## src/rtl/hpe_pkg.sv

```systemverilog
// Types and constants shared by the heap placement engine modules.
`timescale 1ns / 1ps
package hpe_pkg;

	// Destination table depth; a power of two, the heap counter indexes it by its low bits.
	localparam int TABLE_DEPTH = 256;
	localparam int TBL_AW = $clog2(TABLE_DEPTH);

	// Shared multiplier: 48-bit operands, one byte of b per cycle.
	localparam int MUL_W = 48;
	localparam int MUL_DIG = 8;
	localparam int MUL_STEPS = MUL_W / MUL_DIG;
	localparam int MUL_CW = $clog2(MUL_STEPS);

	// Shared divider: 64-bit dividend, 48-bit divisor, one quotient bit per cycle.
	localparam int DIV_NW = 64;
	localparam int DIV_DW = 48;
	localparam int DIV_CW = $clog2(DIV_NW);

	// Configuration register indexes.
	localparam logic [2:0] CFG_FIRST_FREQ = 3'd0;
	localparam logic [2:0] CFG_FREQ_STEP  = 3'd1;
	localparam logic [2:0] CFG_FREQ_COUNT = 3'd2;
	localparam logic [2:0] CFG_FIRST_ENG  = 3'd3;
	localparam logic [2:0] CFG_ENG_COUNT  = 3'd4;
	localparam logic [2:0] CFG_TSTEP      = 3'd5;
	localparam logic [2:0] CFG_SLOT_BYTES = 3'd6;
	localparam logic [2:0] CFG_TEMP_BYTES = 3'd7;

	// Reset values of the configuration registers.
	localparam logic [31:0] FREQ_STEP_RST  = 32'd1000;
	localparam logic [12:0] FREQ_COUNT_RST = 13'd8;
	localparam logic [10:0] ENG_COUNT_RST  = 11'd64;
	localparam logic [31:0] TSTEP_RST      = 32'd31;
	localparam logic [39:0] TEMP_BYTES_RST = 40'(8 * 64 * 4096 * 2 * 2);

	// Destination codes.
	localparam logic [1:0] TGT_DATA  = 2'd0;
	localparam logic [1:0] TGT_TEMP  = 2'd1;
	localparam logic [1:0] TGT_TRASH = 2'd2;

	// Item kinds.
	localparam logic OP_START = 1'b0;
	localparam logic OP_DONE  = 1'b1;

	typedef enum logic [1:0] {
		MODE_INIT,
		MODE_SEQ,
		MODE_PAR
	} mode_t;

	typedef struct packed {
		logic start;
		logic [MUL_W-1:0] a;
		logic [MUL_W-1:0] b;
	} mul_req_t;

	typedef struct packed {
		logic done;
		logic [MUL_W-1:0] p;
	} mul_rsp_t;

	typedef struct packed {
		logic start;
		logic [DIV_NW-1:0] n;
		logic [DIV_DW-1:0] d;
	} div_req_t;

	typedef struct packed {
		logic done;
		logic [DIV_NW-1:0] q;
	} div_rsp_t;

endpackage

```

## src/rtl/hpe_div.sv

```systemverilog
// Restoring divider: 64-bit dividend by nonzero 48-bit divisor, one bit per cycle.
`timescale 1ns / 1ps
module hpe_div (
	input  logic              clk,
	input  logic              arst_n,
	input  hpe_pkg::div_req_t req,
	output hpe_pkg::div_rsp_t rsp
);
	import hpe_pkg::*;

	logic [DIV_NW-1:0] n_q;
	logic [DIV_DW-1:0] d_q, rem_q;
	logic [DIV_CW-1:0] cnt_q;
	logic busy_q, done_q;
	logic [DIV_DW:0] trial, diff;
	logic ge;

	assign trial = {rem_q, n_q[DIV_NW-1]};
	assign ge = trial >= {1'b0, d_q};
	assign diff = trial - {1'b0, d_q};

	always_ff @(posedge clk or negedge arst_n) begin
		if (!arst_n) begin
			busy_q <= 1'b0;
			done_q <= 1'b0;
			cnt_q <= '0;
		end else begin
			done_q <= 1'b0;
			if (req.start) begin
				busy_q <= 1'b1;
				cnt_q <= '0;
			end else if (busy_q) begin
				cnt_q <= cnt_q + 1'b1;
				if (cnt_q == DIV_CW'(DIV_NW - 1)) begin
					busy_q <= 1'b0;
					done_q <= 1'b1;
				end
			end
		end
	end

	// Quotient bits shift in behind the dividend bits.
	always_ff @(posedge clk) begin
		if (req.start) begin
			n_q <= req.n;
			d_q <= req.d;
			rem_q <= '0;
		end else if (busy_q) begin
			rem_q <= ge ? diff[DIV_DW-1:0] : trial[DIV_DW-1:0];
			n_q <= {n_q[DIV_NW-2:0], ge};
		end
	end

	assign rsp.done = done_q;
	assign rsp.q = n_q;
endmodule

```

## config.mk

```make
export PLATFORM = sky130hd
export DESIGN_NAME = hpe_div
export DESIGN_NICKNAME = d
export VERILOG_FILES = /design/src/rtl/hpe_pkg.sv /design/src/rtl/hpe_div.sv
export SDC_FILE = /design/constraint.sdc
export NUM_CORES = 1
export LEC_CHECK = 0
export ABC_AREA = 1
export BUFFER_PORTS_ARGS = -buffer_cell sky130_fd_sc_hd__buf_2
export CORE_AREA = 2 2 102 202
export DETAILED_ROUTE_END_ITERATION = 8
export DIE_AREA = 0 0 104 204
export PLACE_DENSITY = 0.79
export SYNTH_ARGS = -nofsm -noshare
export SYNTH_HDL_FRONTEND = slang
export SYNTH_SLANG_ARGS = --single-unit
```

## constraint.sdc

```tcl
create_clock -name clk -period 3.9 [get_ports clk]
set_input_delay 1.17 -clock clk [delete_from_list [all_inputs] [get_ports clk]]
set_output_delay 1.17 -clock clk [all_outputs]
set_load 0.01 [all_outputs]
```

After elaboration in Yosys (flattened, before gate mapping)
Cells that the tools add are included.

Register bits after elaboration: 168. Input port bits: 115. Output and inout bits: 65. Word-level logic and storage cells: 22.

Add/subtract/negate cells: 2. Magnitude comparators: 1. Equal/unequal tests: 1. Multiplexer cells: 11. Reductions and logical operators: 1.

Operator list (count): 64-bit two-way mux (2); 49-bit by 48-bit >= comparator with 1-bit output (1); 48-bit two-way mux (1); 48-bit subtractor (1); 6-bit two-way mux (2); 6-bit by 1-bit adder with 6-bit output (second input constant) (1); 6-bit equality test (second input constant) (1); 1-bit two-way mux (6); 2-bit nonzero test (1).

Depth between registers and ports, before layout
Depth after elaboration: 4. Depth in mapped cells: 17. Depth with buffers taken out: 17.

Least setup slack after synthesis
OpenSTA, ideal clock, no wires.

Path kind: input port to flip-flop. From: input port req[112] (netlist name). To: register n_q[0] (enable). Library setup time: 0.451 ns. Arrival: 3.257 ns. Required time: 3.449 ns. Path slack: 0.192 ns. Stages: 3. Path buffers: 1. Path through: nor2_1 inv_2 clkbuf_1.

Word-level cells in the longest chain between the ends: 1.

RTL lines: start, declared (RTL line hpe_div.sv:6) `input hpe_pkg::div_req_t req,`; 2-bit nonzero test (no line); end signal, assigned (RTL line hpe_div.sv:45) `n_q <= req.n;`; end signal, assigned (RTL line hpe_div.sv:50) `n_q <= {n_q[DIV_NW-2:0], ge};`; end, declared (RTL line hpe_div.sv:11) `logic [DIV_NW-1:0] n_q;`.

Every way passes these cells. A chain may end at the register's enable or synchronous reset.

Final worst setup path
From: register d_q[25]. To: register rem_q[46].

Word-level cells in the longest chain between the ends: 2. Elaborated cells on any way between the ends: 3. Classes of those cells: add/sub: 1; order compare: 1; mux: 1.

RTL lines: start, declared (RTL line hpe_div.sv:12) `logic [DIV_DW-1:0] d_q, rem_q;`; start signal, assigned (RTL line hpe_div.sv:46) `d_q <= req.d;`; 48-bit subtractor / 49-bit by 48-bit >= comparator with 1-bit output (equally long branches) (RTL line hpe_div.sv:20, hpe_div.sv:19); 48-bit two-way mux * (RTL line hpe_div.sv:49) `rem_q <= ge ? diff[DIV_DW-1:0] : trial[DIV_DW-1:0];`; end signal, assigned (RTL line hpe_div.sv:49); end, declared (RTL line hpe_div.sv:12).

Every way passes the cells marked *; elsewhere a longest branch is shown, timed or not.

==> results by group <==
Run status
  – Status: finished, final reports clean

Setup path
  – CP dominant cell by count: nand2_1
  – Crit Reg-Reg Startpoint: d_q[25]
  – Critical Path, Cell by Cell: inv_1 -> ha_1 -> nand2_1 -> inv_1 -> nand2_1 -> nor2_1 -> nand2_1 -> nor2_1 -> nand2_1 -> nand3_2 -> nor2_4 -> buf_4 -> nand3_1 -> nand2_1 -> inv_1 -> nand2_1 -> nand2_1
  – Arr. time, crit path: 3280 ps
  – R2r setup slk: 960 ps
  – Req. time, crit path: 4250 ps
  – Worst Path Max Fanout: 22
  – Worst Setup EP: rem_q[46]
  – Setup crit start kind: flip-flop
  – CP Capture Type: flip-flop
  – Worst path max stage delay: just over 500 ps
  – Register-to-Register Path Depth: 17
  – Crit Path Class: reg2reg
  – Crit-path slowest cell: nor2_4
  – Crit path launch: d_q[25]
  – Reg-to-Reg End: rem_q[46]

Floorplanning
  – Top Ports: 180
  – Core region area: 0.0197 mm2
  – Die H: 204 um
  – Num rows: 73
  – Initial core utilization: 0.566
  – Die width: 104 um
  – Die area: between 0.02 and 0.025 mm2

Synthesis
  – Post-synth top flop: edfxtp_1
  – Syn_nets: 1807
  – Post-synthesis async set-or-reset flop share: 0.0476
  – Synth Cell Area: 0.0112 mm2
  – Number of synthesized register bits: 168
  – Post-synth EDFFs: around 110
  – Syn Area/Cell: 6.80 um2
  – Cell count after synthesis: 1642
  – Seq/Total Area, Yosys: 0.405
  – Synth cell types: 36
  – Ys Warns: 0

Clock tree
  – Num CTS Buffers: 17
  – Clock sink total: 168
  – Hold-fix buffers, CTS: 0
  – TritonCTS clock tree: yes
  – Clock buffer depth: 2
  – Postcts setup bufs: 0
  – Post-CTS Resized: 0
  – Worst-Skew Late Latency: approximately 460 ps
  – Clock-pin slew on the worst setup and hold paths: 60 ps
  – H-Tree Depth: 4
  – CTS Root Buffer Type: clkbuf_16

Timing
  – RSZ-0062 raised after global routing: no
  – Fin crit share: 0.753
  – Final setup vio count: 0
  – Max-slew violations: 0
  – Maximum clock rate: ~340 MHz
  – Setup TNS: 0 ps
  – Worst-margin pin slew: approximately 970 ps
  – Final Hold Viols: 0
  – Minimum clock period after layout: just under 3000 ps
  – Worst slew margin: 0.355
  – Worst setup margin: a little under 1000 ps
  – Clk_skew: around 12 ps

Power and ir drop
  – Internal power: 4.40 mW
  – Seq pwr share: 0.313
  – Combinational Power Share: 0.453
  – Switching Share: 0.418
  – Clock power frac: 0.233
  – Power Total: 7.57 mW
  – Static Leakage: 7.13 nW
  – Pwr Density: 587 mW/mm2
  – Worst vdd ir: 0.379 mV
  – Net switching power: around 3.2 mW

Placed design
  – Routability cong.: 1.02
  – Buffers on Ports: 179
  – Dpl cell area: 0.0123 mm2
  – Pre-CTS WS: 1030 ps
  – Post-detail-place hpwl: 25700 um

Route
  – DR iter-0 viols: 472
  – Mean routed wirelength per cell: approximately 16 um
  – Post-route ant nets: 0
  – Via density: 5.09
  – Via count: 10600
  – DRT Wirelength: 32600 um
  – Drt drc: 0
  – Drt pass-1 iters: 5

GRT
  – Largest net degree at the start of global routing: 80
  – Gr usage total: 0.312
  – Vias in the first global route: around 11000
  – GR Overflow Total: 0
  – First-pass GRT wire length: 51100 um
  – Initial antenna violation count: 0

Finish
  – Area growth syn-to-layout: 15.5%
  – Final net count: 1977
  – Most frequent cells in the layout: nand2_1, inv_1, buf_2, nand3_1, edfxtp_1
  – Finished Cell Area: 0.0129 mm2
  – Utilization after layout: 0.653
  – Filler instances: 1834
  – N_diodes: 0
  – Share of layout cells above drive strength 1: 0.138
  – Commonest non-fill, non-tap cell in the layout: nand2_1

Worst hold path
  – Hold Path Class: reg2reg
  – Hold Startpoint: rem_q[22]

Run
  – Max-cap viol count: 0
## sequential cells by signal, summed over array words and instances (netlist names)
signal	flops
busy_q	1
cnt_q	6
d_q	48
done_q	1
n_q	64
rem_q	48
## metrics by stage
stage | std cells | hold slack, ps
finish | 2087 | 472
CTS | 2087 | 473
global route | 2087 | 497
detailed placement | 2055 | 460
global placement | 2055 | 453
floorplan | 1642 | 443
## synthesized netlist by cell type (3+ instances only)
master / number / share of area
nand2_1: 713 / 0.24
inv_1: 295 / 0.099
nand3_1: 115 / 0.052
edfxtp_1: 112 / 0.30
nor2_1: 91 / 0.031
ha_1: 49 / 0.055
dfxtp_1: 48 / 0.086
a21oi_1: 32 / 0.014
o21ai_0: 28 / 0.013
nand3b_1: 25 / 0.017
xnor2_1: 22 / 0.017
clkbuf_1: 20 / 0.0067
inv_2: 12 / 0.0040
nand4_1: 11 / 0.0062
nor3_1: 9 / 0.0040
dfrtp_1: 8 / 0.018
buf_2: 7 / 0.0031
buf_6: 7 / 0.0071
buf_1: 5 / 0.0017
nor2_2: 5 / 0.0028
nor2_4: 4 / 0.0040
o21bai_1: 4 / 0.0027
nand2_2: 3 / 0.0017
o21a_1: 3 / 0.0020
## worst min path at each step
stage / to / slack (ps) / depth (start not counted)
after detailed placement: rem_q[22] / 460 / 2
after CTS: rem_q[22] / 470 / 2
final: rem_q[22] / 470 / 2
after floorplan: rem_q[17] / 440 / 2
after global placement: rem_q[29] / 450 / 2
after global routing: rem_q[31] / 500 / 2
## cells by family after synthesis
group / synth area share
AO/OA/AOI/OAI: 0.0337
adder cells (fa/ha/maj): 0.0567
AND/OR/NAND/NOR: 0.364
flip-flops: 0.405
XOR/XNOR: 0.0180
buffers and inverters: 0.123
## area by class of cell
| type | count | area (um2) | area share |
|---|---|---|---|
| inverter | 307 | 1150 | 0.0894 |
| multi-input combinational | 1127 | 5290 | 0.410 |
| sequential | 168 | 4520 | 0.351 |
| tap | 262 | 328 | 0.0254 |
| clock inverter | 13 | 166 | 0.0129 |
| clock buffer | 19 | 443 | 0.0344 |
| timing repair buffer | 191 | 988 | 0.0767 |
## worst max-delay path, delay by kind of cell (launching register included)
family / cells / cell delay (ps)
adder cells (fa/ha/maj): 1 / 380
buffers and inverters: 4 / 550
flip-flops: 1 / 340
AND/OR/NAND/NOR: 12 / 1540
## power by group through the flow
stage	sequential (mW)	clock, mW	combinational (mW)
after detailed placement	2.39	0	3.39
after CTS	2.37	1.80	3.42
final	2.37	1.77	3.43
after floorplan	2.39	0	2.46
after global routing	2.40	1.85	3.85
after global placement	2.39	0	3.34
## per-layer routing
metal  vias to the layer above  global-route usage  part of all wire
met1                      4800               0.290              0.34
met3                       121              0.0459             0.036
met4                         0               0.237             0.076
met2                       312               0.601              0.55
met5                         -                   0                 0
li1                       5380                   -                 -
Power figures use the tool's default switching activity.
