### src/rtl/hpe_pkg.sv
// Types and constants shared by the heap placement engine modules.
`timescale 1ns / 1ps
package hpe_pkg;

	// Destination table depth; a power of two, the heap counter indexes it by its low bits.
	localparam int TABLE_DEPTH = 256;
	localparam int TBL_AW = $clog2(TABLE_DEPTH);

	// Shared multiplier: 48-bit operands, one byte of b per cycle.
	localparam int MUL_W = 48;
	localparam int MUL_DIG = 8;
	localparam int MUL_STEPS = MUL_W / MUL_DIG;
	localparam int MUL_CW = $clog2(MUL_STEPS);

	// Shared divider: 64-bit dividend, 48-bit divisor, one quotient bit per cycle.
	localparam int DIV_NW = 64;
	localparam int DIV_DW = 48;
	localparam int DIV_CW = $clog2(DIV_NW);

	// Configuration register indexes.
	localparam logic [2:0] CFG_FIRST_FREQ = 3'd0;
	localparam logic [2:0] CFG_FREQ_STEP  = 3'd1;
	localparam logic [2:0] CFG_FREQ_COUNT = 3'd2;
	localparam logic [2:0] CFG_FIRST_ENG  = 3'd3;
	localparam logic [2:0] CFG_ENG_COUNT  = 3'd4;
	localparam logic [2:0] CFG_TSTEP      = 3'd5;
	localparam logic [2:0] CFG_SLOT_BYTES = 3'd6;
	localparam logic [2:0] CFG_TEMP_BYTES = 3'd7;

	// Reset values of the configuration registers.
	localparam logic [31:0] FREQ_STEP_RST  = 32'd1000;
	localparam logic [12:0] FREQ_COUNT_RST = 13'd8;
	localparam logic [10:0] ENG_COUNT_RST  = 11'd64;
	localparam logic [31:0] TSTEP_RST      = 32'd31;
	localparam logic [39:0] TEMP_BYTES_RST = 40'(8 * 64 * 4096 * 2 * 2);

	// Destination codes.
	localparam logic [1:0] TGT_DATA  = 2'd0;
	localparam logic [1:0] TGT_TEMP  = 2'd1;
	localparam logic [1:0] TGT_TRASH = 2'd2;

	// Item kinds.
	localparam logic OP_START = 1'b0;
	localparam logic OP_DONE  = 1'b1;

	typedef enum logic [1:0] {
		MODE_INIT,
		MODE_SEQ,
		MODE_PAR
	} mode_t;

	typedef struct packed {
		logic start;
		logic [MUL_W-1:0] a;
		logic [MUL_W-1:0] b;
	} mul_req_t;

	typedef struct packed {
		logic done;
		logic [MUL_W-1:0] p;
	} mul_rsp_t;

	typedef struct packed {
		logic start;
		logic [DIV_NW-1:0] n;
		logic [DIV_DW-1:0] d;
	} div_req_t;

	typedef struct packed {
		logic done;
		logic [DIV_NW-1:0] q;
	} div_rsp_t;

endpackage

### src/rtl/hpe_mul.sv
// Byte-serial multiplier: low 48 bits of a * b.
`timescale 1ns / 1ps
module hpe_mul (
	input  logic              clk,
	input  logic              arst_n,
	input  hpe_pkg::mul_req_t req,
	output hpe_pkg::mul_rsp_t rsp
);
	import hpe_pkg::*;

	logic [MUL_W-1:0] a_q, b_q, acc_q;
	logic [MUL_CW-1:0] cnt_q;
	logic busy_q, done_q;
	logic [MUL_W+MUL_DIG-1:0] part;

	assign part = {{MUL_DIG{1'b0}}, a_q} * {{MUL_W{1'b0}}, b_q[MUL_DIG-1:0]};

	always_ff @(posedge clk or negedge arst_n) begin
		if (!arst_n) begin
			busy_q <= 1'b0;
			done_q <= 1'b0;
			cnt_q <= '0;
		end else begin
			done_q <= 1'b0;
			if (req.start) begin
				busy_q <= 1'b1;
				cnt_q <= '0;
			end else if (busy_q) begin
				cnt_q <= cnt_q + 1'b1;
				if (cnt_q == MUL_CW'(MUL_STEPS - 1)) begin
					busy_q <= 1'b0;
					done_q <= 1'b1;
				end
			end
		end
	end

	always_ff @(posedge clk) begin
		if (req.start) begin
			a_q <= req.a;
			b_q <= req.b;
			acc_q <= '0;
		end else if (busy_q) begin
			acc_q <= acc_q + part[MUL_W-1:0];
			a_q <= a_q << MUL_DIG;
			b_q <= b_q >> MUL_DIG;
		end
	end

	assign rsp.done = done_q;
	assign rsp.p = acc_q;
endmodule

### config.mk
export PLATFORM = sky130hd
export DESIGN_NAME = hpe_mul
export DESIGN_NICKNAME = d
export VERILOG_FILES = /design/src/rtl/hpe_pkg.sv /design/src/rtl/hpe_mul.sv
export SDC_FILE = /design/constraint.sdc
export NUM_CORES = 1
export LEC_CHECK = 0
export ABC_AREA = 1
export BUFFER_PORTS_ARGS = -buffer_cell sky130_fd_sc_hd__buf_2
export CAP_MARGIN = 40
export CORE_MARGIN = 1.5
export CORE_UTILIZATION = 30
export CTS_CLUSTER_DIAMETER = 30
export DETAILED_ROUTE_END_ITERATION = 12
export SYNTH_ARGS = -nofsm -noshare
export SYNTH_HDL_FRONTEND = slang
export SYNTH_SLANG_ARGS = --single-unit
export TNS_END_PERCENT = 30
### constraint.sdc
create_clock -name clk -period 4.4 [get_ports clk]
set_clock_uncertainty 0.15 [all_clocks]
set_input_delay 0.88 -clock clk [delete_from_list [all_inputs] [get_ports clk]]
set_output_delay 0.88 -clock clk [all_outputs]
set_load 0.02 [all_outputs]
== After elaboration in Yosys (flattened, before gate mapping) ==
Cells that the tools add are included.

* Bits in registers: 149
* Output and inout port bits: 49

* Add/sub/neg operators: 2
* Multiply operators: 1
* Equality and inequality tests: 1
* Muxes and demuxes: 12
* Reduce and logical (&&, ||, !) cells: 1

{| class="wikitable"
|+ Operator list
! operator !! count
|-
| 48-bit two-way mux || 4
|-
| 48-bit adder || 1
|-
| 48-bit by 8-bit multiplier with 48-bit output || 1
|-
| 1-bit two-way mux || 6
|-
| 3-bit two-way mux || 2
|-
| 3-bit by 1-bit adder with 3-bit output (second input constant) || 1
|-
| 3-bit equality test (second input constant) || 1
|-
| 2-bit nonzero test || 1
|}

== Logic depth before layout (Yosys ltp) ==
Gate-level depths: netlist of the first run.

* Depth in word-level cells: 4
* Depth in mapped cells: 26
* Gate-level depth less buffers: 24

== Worst setup path before layout of the first run ==
Ideal clock, no wire load.

* Path kind: flip-flop to flip-flop
* From: register b_q[0]
* To: register acc_q[30]
* Setup time: 0.273 ns
* Data arrival time: 4.295 ns
* Required time: 3.977 ns
* Path slack: -0.318 ns
* Stages on the path, launching flop included: 20
* Path buffers: 2
* Period minus slack after synthesis: 4.718 ns
* Path through: edfxtp_1 > clkbuf_1 > buf_1 > nand2_1 > fa_1 > inv_1 > fa_1 > fa_1 > inv_1 > fa_1 > inv_1 > ha_1 > nand2_1 > inv_1 > a21oi_1 > nand3_1 > nand3_1 > nand3_1 > nor2_1 > o22ai_1

* Word-level cells in the longest chain between the ends: 2

{| class="wikitable"
|+ Ends and longest elaborated chain
! element !! RTL line !! text
|-
| start: declaration || hpe_mul.sv:11 || <nowiki>logic [MUL_W-1:0] a_q, b_q, acc_q;</nowiki>
|-
| start signal: assignment || hpe_mul.sv:41 || <nowiki>b_q <= req.b;</nowiki>
|-
| start signal: assignment || hpe_mul.sv:46 || <nowiki>b_q <= b_q >> MUL_DIG;</nowiki>
|-
| 48-bit by 8-bit multiplier with 48-bit output || hpe_mul.sv:16 || <nowiki>assign part = {{MUL_DIG{1'b0}}, a_q} * {{MUL_W{1'b0}}, b_q[MUL_DIG-1:0]};</nowiki>
|-
| 48-bit adder || hpe_mul.sv:44 || <nowiki>acc_q <= acc_q + part[MUL_W-1:0];</nowiki>
|-
| end signal: assignment || hpe_mul.sv:44 ||
|-
| end: declaration || hpe_mul.sv:11 ||
|}

Every way passes these cells.
A chain may end at the register's enable or synchronous reset.

== Worst setup path in the final report of the first run ==
* From: register b_q[0]
* To: register acc_q[47]

The elaborated chain is that of the path after synthesis.

==> results.cfg, run 1 <==
[cts]
cts-hold-fix-buffers = 0
cts.sink_count = 149
cts.clk_slew.worst_paths_ps = 80
cts_max_path_buffers = 2
cts_root_buffer = clkbuf_16
clock_latency_ps = 500
cts-buffers-inserted = 17
h-tree-depth = 4
cts_tree = done

[logic_synthesis]
synthXorXnorAreaFrac = 0.00180
synthCells = 2721
synth_fa_ha_area_frac = 0.344
synth_compound_area_frac = 0.0390
avgSynthCellArea_sq_um = 7.17
synthesis.nets = 3177
yosys.area_share.simple = 0.240
synth_flop_cell = edfxtp_1
async_flop_share = 0.0336
netlist_area_sq_um = 19500
ys_ff_latch = 149
yosys_warnings = 0
synth_top_area_frac = 0.306
synth_top_family_by_area = adder cells
seq_area_frac_synth = 0.203
muxShareOfSynthArea = 0
ys_types = 38
synth.largest_area_cell = fa_1
synth.area.top_cells = fa_1 31%, nand2_1 19%, inv_1 15%
synth-edff-count = 96

[final_layout]
fin_util = 0.390
drive_gt1_frac = 0.227
layout_common_cells = 922 x nand2_1, 766 x inv_1, 295 x fa_1
antenna_cells = 0
finalNonFillerCells = 3937
layout_commonest_cell = nand2_1
nets = 3525
area_delta_synth_final_pct = 28.5

[timing]
rsz0062_at_grt = yes
setup_tns_ps = -7390
finalMaxSlewViolations = 0
period_share = 1.07
tightest_slew_ps = 797
hold_viol_final = 0
relSlewSlack = 0.465
max_freq_mhz = 212
finalSetupViolations = 37
timing.final.ws_setup_ps = -327
post-route-min-period_ps = 4730

[worst_setup_path]
cp_slowest_stage_delay_ps = 530
crit_chain = buf_4 > buf_12 > buf_4 > nand2_1 > fa_1 > inv_1 > fa_1 > inv_1 > fa_1 > inv_1 > fa_1 > ha_1 > buf_4 > inv_1 > o21ai_0 > nand2_1 > nand3_1 > nor2_2 > nand2_1 > nor2_1 > nand2_1 > nand3_1 > nand2_1
cp_data_required_time_ps = 4630
cp-start-kind = flip-flop
cp_max_fo = 20
worstSetupPathType = reg -> reg
timing.critical_path.mode_cell = nand2_1
arrival_ps = 4960
endpoint_kind = flip-flop
crit_slowest_cell = fa_1

[drt]
drt-total-wl_um = 58900
avgRoutedWirePerCell_um = 15.0
detail_route.first_pass.iterations = 5
ant_nets = 0
drcViolationCount = 0
drt_iter0_drc = 925
viasPerCell = 4.31
vias = 16972

[die]
ios = 148
die_w_um = 258
core_sq_um = 64300
dieArea_sq_um = 66600
num_rows = 93
fp.dieH_um = 258
start_util = 0.303

[grt]
grt_pass1_wl_um = 96300
track_usage = 0.186
grt_max_degree = 67
antenna_found_initial = 1
grt_overflow_total = 0
grt_pass1_vias = 18023

[job]
max_cap_viol_count = 0

[placed_design]
gp_congestion = 0.917
dp.cells = 3892
dp_slack_ps = -712
port-buffer-count = 147
detailed_place_hpwl_um = 47300

[status]
status = finished, violations left
failed_checks = setup timing

[worst_hold_path]
hold_path_class = in -> async
layout make-up:
type | count | area (sq um)
Sequential cell | 149 | 3970
Clock inverter | 15 | 161
Timing Repair Buffer | 440 | 3220
Tap cell | 855 | 1070
Inverter | 782 | 2940
Multi-Input combinational cell | 1679 | 13300
Fill cell | 6676 | 39300
Clock buffer | 17 | 425
registers in the layout (all words and copies together), names as in the netlist:
signal and flops:
done_q 1, cnt_q 3, a_q 48, acc_q 48, busy_q 1, b_q 48
worst paths after layout:
path                       cells past startpoint         to  slack, ps      start
max                                           23  acc_q[47]       -330     b_q[0]
min                                            1   cnt_q[0]         30     arst_n
max reg2reg                                   23  acc_q[47]       -330     b_q[0]
min reg2reg                                    2  acc_q[44]        330  acc_q[44]
max in group asynchronous                      1   cnt_q[2]       3920     arst_n
min in group clk                               2  acc_q[44]        330  acc_q[44]
what timing repair did:
| action | CTS | global route |
|---|---|---|
| setup endpoints to repair | 40 | 40 |
| gates resized for setup | 185 | 67 |
| gates cloned | 2 | 0 |
| pin swaps | 24 | 17 |
| buffers inserted | 9 | 2 |
logic make-up after synthesis:
logic type,Yosys count
XOR/XNOR,4
AO/OA/AOI/OAI,135
flip-flops,149
AND/OR/NAND/NOR,1183
adder cells (fa/ha/maj),357
buffers and inverters,893
routing by layer:
metal  vias to the layer above  GRT usage  part of all wire
met5                         -          0           0.00022
met4                         2     0.0500             0.016
met3                        67     0.0366             0.054
met2                       353      0.318              0.48
met1                      8117      0.241              0.45
li1                       8433          -                 -
stage by stage:
| step | hold WS [ps] | area [sq um] |
|---|---|---|
| 5_1_grt | 16.6 | 25100 |
| 6_report | 33.6 | 25100 |
| 4_1_cts | 3.19 | 24800 |
| 3_3_place_gp | 317 | 23200 |
| 2_1_floorplan | 337 | 19500 |
| 3_5_place_dp | 314 | 23200 |
worst max-delay path, delay by kind of cell (launching register included):
family,cells,cell delay [ps]
adders and majority gates,5,2310
buffers and inverters,8,830
and+or+nand+nor,9,810
DFF,1,350
AOI/OAI and AO/OA,1,140
synthesized netlist by cell type (15+ instances only):
cell type  count
nand2_1      977
inv_1        776
edfxtp_1      96
clkbuf_1      85
dfxtp_1       48
fa_1         298
nand3_1       74
o21ai_0       37
o21bai_1      15
o22ai_1       15
a21oi_1       52
ha_1          59
nor2_1        90
buf_1         15
Power of run 1 is left out: the tool's default activity adds up to more than one toggle a clock period on the data nets, which glitch-free logic cannot reach.
==> run 2, diff against run 1 <==
==> constraint.sdc (replaced) <==
create_clock -name clk -period 4.4 [get_ports clk]
set_clock_uncertainty 0.15 [all_clocks]
set_input_delay 0.22 -clock clk [delete_from_list [all_inputs] [get_ports clk]]
set_output_delay 0.22 -clock clk [all_outputs]
set_load 0.02 [all_outputs]
==> results.cfg, run 2 (synthesis gave the netlist of run 1 again) <==
[timing]
post-route-min-period_ps = 4760
finalSetupViolations = 38
setup_tns_ps = -7230
tightest_slew_ps = 857
relSlewSlack = 0.425
timing.final.ws_setup_ps = -361
holdWs_ps = 257
hold_viol_final = 0
max_freq_mhz = 210
finalMaxSlewViolations = 0
rsz0062_at_grt = yes
period_share = 1.08

[die]
core_sq_um = 64300
fp.dieH_um = 258
die_w_um = 258
num_rows = 93
dieArea_sq_um = 66600
start_util = 0.303
ios = 148

[worst_setup_path]
crit_chain = buf_6 > buf_12 > buf_16 > nand2_1 > inv_1 > fa_2 > fa_2 > fa_1 > inv_1 > fa_1 > inv_1 > ha_4 > nand2_4 > nor2_4 > inv_1 > buf_4 > nor2_4 > nand2_2 > nand3b_1 > nand3_1 > nand2_1 > nand3_2 > nand2_2
arrival_ps = 5000
cp_num_buf_inv = 8
worstSetupPathType = reg -> reg
cp_data_required_time_ps = 4640
cp_top_family = adder cells
cp_max_fo = 9
cp-start-kind = flip-flop
endpoint_kind = flip-flop
timing.critical_path.mode_cell = inv_1
crit_slowest_cell = fa_2
cp_slowest_stage_delay_ps = 580

[grt]
grt_pass1_wl_um = 98000
grt_use_met2 = 0.326
grt_max_degree = 78
antenna_found_initial = 0
grt_util_met3 = 0.0316
track_usage = 0.190
grt_pass1_vias = 18348
grt_overflow_total = 0
use_met1 = 0.246
busiest_layer = met2

[placed_design]
gp_congestion = 0.910
dp.cells = 3859
port-buffer-count = 147
post_dp_cell_area_sq_um = 23100
detailed_place_hpwl_um = 47300

[final_layout]
antenna_cells = 0
drive_gt1_frac = 0.243
top_regs = a_q (48), acc_q (48), b_q (48)
fin_area_sq_um = 26700
nets = 3622
layout_commonest_cell = nand2_1
finalNonFillerCells = 4034
area_delta_synth_final_pct = 36.9
seq_area_sq_um = 3970
fillers = 6482
multi_input_area_sq_um = 13700
layout_common_cells = 890 x nand2_1, 750 x inv_1, 286 x fa_1

[drt]
vias = 17698
viasPerCell = 4.39
ant_nets = 0
avgRoutedWirePerCell_um = 15.4
drt-total-wl_um = 62100
drt_iter0_drc = 980
drcViolationCount = 0
detail_route.first_pass.iterations = 5

[worst_hold_path]
hold_path_class = in -> reg

[cts]
clock_latency_ps = 500
cts.clk_slew.worst_paths_ps = 80
cts_tree = done
cts.sink_count = 149
cts-buffers-inserted = 17
h-tree-depth = 4
cts_root_buffer = clkbuf_16
cts_max_path_buffers = 2

[status]
failed_checks = setup timing
status = finished, violations left

[job]
max_cap_viol_count = 0
-- run 2: cell types whose count changed in the layout (fill, tap and decap cells not counted), sizes merged, moves of 2 or more --
cell / delta
dlygate4sd3: +98
clkinv: +2
clkbuf: +3
inv: -2
-- run 2: metrics by stage --
step	util	setup slack [ps]
after floorplan	-	-6.94
after global placement	0.358	-435
after detailed placement	0.358	-507
after CTS	0.406	-282
after global routing	0.415	-511
final	0.415	-361
-- run 2: path summary, 6_finish.rpt --
kind	startpoint	endpoint	slack, ps	cells after the start
hold reg to reg	acc_q[42]	acc_q[42]	330	2
hold / removal	req[96]	b_q[46]	260	3
min in group asynchronous	arst_n	busy_q	490	3
setup / recovery	b_q[2]	acc_q[46]	-360	23
setup reg to reg	b_q[2]	acc_q[46]	-360	23
max in group asynchronous	arst_n	cnt_q[0]	3410	3
-- run 2: cell type report --
cell class                      count  area share
Multi-Input combinational cell   1679       0.512
Timing Repair Buffer              537       0.167
Sequential cell                   149       0.149
Inverter                          782       0.110
Tap cell                          855      0.0400
Clock buffer                       19      0.0169
Clock inverter                     13     0.00506
-- run 2: routing by layer --
| layer | vias to the layer above | wire length [um] |
|---|---|---|
| li1 | 8643 | - |
| met1 | 8534 | 26900 |
| met3 | 77 | 3350 |
| met2 | 444 | 30400 |
| met5 | - | 0 |
| met4 | 0 | 1340 |
-- run 2: timing repair --
action,CTS,global route
setup buffers,29,10
hold endpoints to repair,101,0
endpoints found under the setup margin,40,40
pin swaps,70,59
gates cloned,8,1
gates resized for setup,201,176
hold buffers,98,0
-- run 2: worst reg2reg max path: cells and delay by family, from the launching register on --
kind	cells	cell delay, ps
adder cells (fa/ha/maj)	5	2300
buffers and inverters	8	830
AND/OR/NAND/NOR	10	970
flip-flops	1	390
Power of run 2 is left out for the same reason.
